===== config.mk =====
export PLATFORM = sky130hd
export DESIGN_NAME = tmcw_ctrl
export DESIGN_NICKNAME = d
export VERILOG_FILES = /design/src/tmcw_pkg.sv /design/src/tmcw_ctrl.sv
export VERILOG_INCLUDE_DIRS = /design/src /design/src/src
export SDC_FILE = /design/constraint.sdc
export NUM_CORES = 1
export LEC_CHECK = 0
export BUFFER_PORTS_ARGS = -buffer_cell sky130_fd_sc_hd__buf_2
export CAP_MARGIN = 20
export CORE_MARGIN = 2
export CORE_UTILIZATION = 53
export DETAILED_ROUTE_END_ITERATION = 6
export PLACE_DENSITY = 0.81
export REMOVE_ABC_BUFFERS = 1
export SLEW_MARGIN = 40
export SYNTH_ARGS = -nofsm -noshare
export SYNTH_HDL_FRONTEND = slang
export SYNTH_SLANG_ARGS = --single-unit

===== constraint.sdc =====
create_clock -name clk -period 2.8 [get_ports clk]
set_input_delay 0.14 -clock clk [delete_from_list [all_inputs] [get_ports clk]]
set_output_delay 0.14 -clock clk [all_outputs]
set_load 0.01 [all_outputs]

===== src/text_mode_console_writer_macros.svh =====
// assertion macros shared by the console writer modules
`ifndef TEXT_MODE_CONSOLE_WRITER_MACROS_SVH
`define TEXT_MODE_CONSOLE_WRITER_MACROS_SVH

`ifndef ASSERT_OFF
// same-cycle implication, sampled on the rising clock edge
`define TMCW_ASSERT_IMPL(label, clk, rst_n, ante, cons) \
    label: assert property (@(posedge clk) disable iff (!rst_n) (ante) |-> (cons)) \
        else $error("tmcw: %m check failed");
// next-cycle implication
`define TMCW_ASSERT_NEXT(label, clk, rst_n, ante, cons) \
    label: assert property (@(posedge clk) disable iff (!rst_n) (ante) |=> (cons)) \
        else $error("tmcw: %m check failed");
`else
`define TMCW_ASSERT_IMPL(label, clk, rst_n, ante, cons)
`define TMCW_ASSERT_NEXT(label, clk, rst_n, ante, cons)
`endif

`endif


===== src/tmcw_pkg.sv =====
`default_nettype none

package tmcw_pkg;

    localparam int ROWS_DEF = 25;
    localparam int COLS_DEF = 80;

    localparam int MODE_W = 2;
    localparam int CH_W   = 8;
    localparam int ATTR_W = 8;
    localparam int LOC_W  = 11;
    localparam int CELL_W = 16;

    localparam logic [MODE_W-1:0] MODE_PUT   = 2'd0;
    localparam logic [MODE_W-1:0] MODE_COLOR = 2'd1;
    localparam logic [MODE_W-1:0] MODE_READ  = 2'd2;
    localparam logic [MODE_W-1:0] MODE_CLEAR = 2'd3;

    localparam logic [CH_W-1:0] CH_TAB   = 8'd9;
    localparam logic [CH_W-1:0] CH_LF    = 8'd10;
    localparam logic [CH_W-1:0] CH_CR    = 8'd13;
    localparam logic [CH_W-1:0] CH_SPACE = 8'h20;

    localparam logic [ATTR_W-1:0] DEFAULT_ATTR = 8'h07;

    localparam logic [CH_W-1:0] COLOR_RESET = 8'd0;
    localparam logic [CH_W-1:0] COLOR_FG_LO = 8'd30;
    localparam logic [CH_W-1:0] COLOR_FG_HI = 8'd37;
    localparam logic [CH_W-1:0] COLOR_BG_LO = 8'd40;
    localparam logic [CH_W-1:0] COLOR_BG_HI = 8'd47;

    localparam int TAB_SPACES = 4;
    localparam int TAB_W      = $clog2(TAB_SPACES);

    typedef struct packed {
        logic [MODE_W-1:0] mode;
        logic [CH_W-1:0]   ch;
        logic [CH_W-1:0]   color_sel;
        logic [LOC_W-1:0]  read_address;
    } in_t;

    typedef struct packed {
        logic [LOC_W-1:0]  cursor_loc;
        logic [CELL_W-1:0] read_data;
        logic              scrolled;
        logic [ATTR_W-1:0] attribute;
    } out_t;

    // controller to datapath
    typedef struct packed {
        logic load;
        logic put;
        logic tab_dec;
        logic color;
        logic scroll_init;
        logic copy;
        logic drain;
        logic fill;
        logic clear_init;
        logic finish;
    } cmd_t;

    // datapath to controller
    typedef struct packed {
        logic [MODE_W-1:0] mode;
        logic              row_over;
        logic              tab_more;
        logic              copy_last;
        logic              ptr_last;
        logic              out_free;
    } status_t;

endpackage

`default_nettype wire


===== src/tmcw_ctrl.sv =====
`default_nettype none
`include "text_mode_console_writer_macros.svh"

module tmcw_ctrl (
    input  wire logic              clk,
    input  wire logic              rst_n,
    input  wire logic              item_valid,
    output logic                   item_ready,
    output tmcw_pkg::cmd_t         cmd,
    input  wire tmcw_pkg::status_t status
);

    typedef enum logic [8:0] {
        S_IDLE      = 9'b000000001,
        S_DISPATCH  = 9'b000000010,
        S_PUT       = 9'b000000100,
        S_PUT_CHECK = 9'b000001000,
        S_COPY      = 9'b000010000,
        S_DRAIN     = 9'b000100000,
        S_FILL      = 9'b001000000,
        S_CLEAR     = 9'b010000000,
        S_DONE      = 9'b100000000
    } state_t;

    state_t state_reg;
    state_t state_next;

    always_ff @(posedge clk or negedge rst_n)
    begin
        if (!rst_n)
        begin
            state_reg <= S_IDLE;
        end
        else
        begin
            state_reg <= state_next;
        end
    end

    always_comb
    begin
        state_next = state_reg;
        cmd        = '0;
        item_ready = 1'b0;
        case (state_reg)
            S_IDLE:
            begin
                item_ready = 1'b1;
                if (item_valid)
                begin
                    cmd.load   = 1'b1;
                    state_next = S_DISPATCH;
                end
            end
            S_DISPATCH:
            begin
                case (status.mode)
                    tmcw_pkg::MODE_PUT:
                    begin
                        state_next = S_PUT;
                    end
                    tmcw_pkg::MODE_COLOR:
                    begin
                        cmd.color  = 1'b1;
                        state_next = S_DONE;
                    end
                    tmcw_pkg::MODE_CLEAR:
                    begin
                        cmd.clear_init = 1'b1;
                        state_next     = S_CLEAR;
                    end
                    default:
                    begin
                        // read: ram address already points at the cell
                        state_next = S_DONE;
                    end
                endcase
            end
            S_PUT:
            begin
                cmd.put    = 1'b1;
                state_next = S_PUT_CHECK;
            end
            S_PUT_CHECK:
            begin
                if (status.row_over)
                begin
                    cmd.scroll_init = 1'b1;
                    state_next      = S_COPY;
                end
                else if (status.tab_more)
                begin
                    cmd.tab_dec = 1'b1;
                    state_next  = S_PUT;
                end
                else
                begin
                    state_next = S_DONE;
                end
            end
            S_COPY:
            begin
                cmd.copy = 1'b1;
                if (status.copy_last)
                begin
                    state_next = S_DRAIN;
                end
            end
            S_DRAIN:
            begin
                cmd.drain  = 1'b1;
                state_next = S_FILL;
            end
            S_FILL:
            begin
                cmd.fill = 1'b1;
                if (status.ptr_last)
                begin
                    state_next = S_PUT_CHECK;
                end
            end
            S_CLEAR:
            begin
                cmd.fill = 1'b1;
                if (status.ptr_last)
                begin
                    state_next = S_DONE;
                end
            end
            S_DONE:
            begin
                if (status.out_free)
                begin
                    cmd.finish = 1'b1;
                    state_next = S_IDLE;
                end
            end
            default:
            begin
                state_next = S_IDLE;
            end
        endcase
    end

    `TMCW_ASSERT_NEXT(a_done_to_idle, clk, rst_n, (state_reg == S_DONE) && status.out_free, state_reg == S_IDLE)
    `TMCW_ASSERT_NEXT(a_copy_to_drain, clk, rst_n, (state_reg == S_COPY) && status.copy_last, state_reg == S_DRAIN)
    `TMCW_ASSERT_IMPL(a_ready_in_idle, clk, rst_n, item_ready, state_reg == S_IDLE)

endmodule

`default_nettype wire


==> impl_metrics.toml <==
[die]
initial_core_util = 0.560
rows = 13
ios = 21
die_area_um2 = 1670
die_h_um = 40.8
fp.coreArea_um2 = 1280
die_x_um = 40.8

[critical_path]
crit_chain = "or3_1, nor4_1, and3_1, buf_2"
slowest_delay_ps = 460
cp_slowest_cell = "dfrtp_1"
crit_fanout = 8
arrival_ps = 1950
worstRegToRegCells = 4
cp.required_ps = 2660
r2r-end = "state_reg[8]$_DFFE_PN0P_"
crit_type = "reg -> out"
worstReg2RegStart = "state_reg[4]$_DFFE_PN0P_"
reg2reg_slack_ps = 930
end_kind = "output pin"
crit_path_start_kind = "flip-flop"

[finish]
multiInputGateArea_um2 = 455
nNetsFinal = 114
drive_gt1_frac = 0.280
antenna_cells = 0
fillers = 119
ff_latch_area_um2 = 226
syn2layout_area_growth_pct = 17.9
largest_register_ffs = 9
final_cell_count_no_fill = 115

[logic_synthesis]
yosys_warnings = 0
netlist_area_um2 = 719
synth_area_per_cell_um2 = 8.99
muxShareOfSynthArea = 0
synthArstFlopShare = 1.00
synth.ff_latch_count = 9
yosys_most_used_dff = "dfrtp_1"
synthAdderAreaFrac = 0.0522
synth_cell_types = 38
synth-simple-area-share = 0.407
synth_top_family_by_area = "simple AND/OR/NAND/NOR gates"
synth-compound-area-share = 0.125
yosysSeqAreaShare = 0.315
synth_xor_area_frac = 0.0487
synth-edff-count = 0
synthCells = 80

[place]
pre_cts_ws_ps = 941
io_buffers = 20
dp.cells = 110
hpwl_um = 1330
gp_congestion = 0.888

[power_and_ir_drop]
power_w = 0.000530
pwr_density_cell_nw_per_um2 = 625
p_leak_nw = 0.476
ir_worst_vdd_uv = 375

[min_path]
min_from = "item_valid"
hold_depth = 2
hold_class = "in -> reg"
holdPathEnd = "state_reg[1]$_DFFE_PN0P_"

[sta]
fin_ws_ps = 714
skew_ps = 1.22
finalSetupViolCount = 0
fin_crit_sh = 0.745
rsz0062_at_grt = "false"
hold_ws_ps = 122
hold_viol = 0
fmax_ghz = 0.479
finalCriticalPeriod_ps = 2090
max_slew.worst_pin.slew_ps = 487
maxSlewViolCount = 0
setup-tns-final_ps = 0
slew_headroom = 0.672

[route]
drtAntennaViolNets = 0
route.vias.total = 708
drc = 0
wire_per_inst_um = 14.8
viasPerCell = 6.16
drtIter0Drc = 22
dr.pass1.iters = 4
wirelength_um = 1710

[clock_network]
clk_latency_ps = 260
cts_buffer_depth = 2
clkTransAtPathRegs_ps = 60
cts_resized = 0
cts_root_buffer = "clkbuf_4"
clock-sinks = 9
htree_levels = 1
post_cts_buffers = 0
cts_buffers = 3
cts_tree = "built"

[global_routing]
antenna_found_initial = 0
grt_pass1_wl_um = 2580
grt_pass1_vias = 613
track_usage = 0.248
grt_start_max_net_pins = 13
grt_remaining_overflow = 0

[flow_run]
drv_cap = 0

[run_status]
status = "finished, final reports clean"
## area by class of cell
type,instances,share of cell area
Multi-Input combinational cell,63,0.537
Inverter,3,0.0133
Timing Repair Buffer,21,0.130
Clock buffer,4,0.0310
Sequential cell,9,0.267
Tap cell,15,0.0221
## metal layers
metal	global-route usage	part of all wire	wire, um
met1	0.273	0.41	697
met2	0.441	0.51	864
met3	0.0652	0.067	115
met4	0.100	0.016	28
met5	0	0	0
## critical path: cells and delay by family, from the launching register on
kind,cells,cell delay (ps)
buffers and inverters,1,150
DFF,1,460
and+or+nand+nor,3,1070
## power breakdown
| part | switching, W | total, W | internal, W |
|---|---|---|---|
| sequential | 0.0000428 | 0.000198 | 0.000155 |
| clock | 0.0000485 | 0.000104 | 0.0000551 |
| combinational | 0.000123 | 0.000229 | 0.000106 |
| total | 0.000214 | 0.000530 | 0.000316 |
## stage by stage
| stage | area (um2) | utilization |
|---|---|---|
| floorplan | 693 | - |
| global placement | 812 | 0.632 |
| detailed placement | 812 | 0.632 |
| CTS | 848 | 0.660 |
| global route | 848 | 0.660 |
| finish | 848 | 0.660 |
## kinds of logic after synthesis
group                    Yosys count
AND/OR/NAND/NOR                   43
AO/OA/AOI/OAI                     13
flip-flops                         9
buffers and inverters              8
XOR/XNOR                           4
adder cells (fa/ha/maj)            3
## layout by cell type, fill, tap and decap left out, types with 2 or more instances in the layout
cell	instances
a21o_1	4
and2_1	6
and4_1	3
buf_2	20
clkbuf_4	3
dfrtp_1	8
ha_1	3
inv_1	3
nand2b_1	2
nand4_1	2
nor2_1	6
nor3_1	4
nor3b_1	3
nor4_1	2
nor4b_1	2
o21ai_1	2
or3_1	2
xor2_1	3
## synth_stat cells, drive strengths merged, types with 3 or more instances
cell type	number	area [um2]
and2	6	37.5
inv	3	11.3
nor3b	3	22.5
ha	3	37.5
clkbuf	3	11.3
and4	3	26.3
a21o	4	30.0
o21ai	3	15.0
nor4b	3	32.5
xor2	3	26.3
nor2	6	22.5
nor3	5	30.0
dfrtp	8	200
## worst max path at each step
stage	start	to	slack, ps	depth (start not counted)
floorplan	state_reg[4]$_DFFE_PN0P_	state_reg[8]$_DFFE_PN0P_	1070	4
global placement	state_reg[4]$_DFFE_PN0P_	state_reg[8]$_DFFE_PN0P_	960	4
detailed placement	state_reg[4]$_DFFE_PN0P_	state_reg[8]$_DFFE_PN0P_	940	4
CTS	state_reg[4]$_DFFE_PN0P_	cmd[1]	750	4
global route	state_reg[7]$_DFFE_PN0P_	cmd[9]	600	5
finish	state_reg[7]$_DFFE_PN0P_	cmd[4]	710	4
## repair_timing
item,in CTS,in global routing
hold buffers,1,0
setup endpoints to repair,0,0
hold endpoints to repair,9,0
Power figures use the tool's default switching activity.
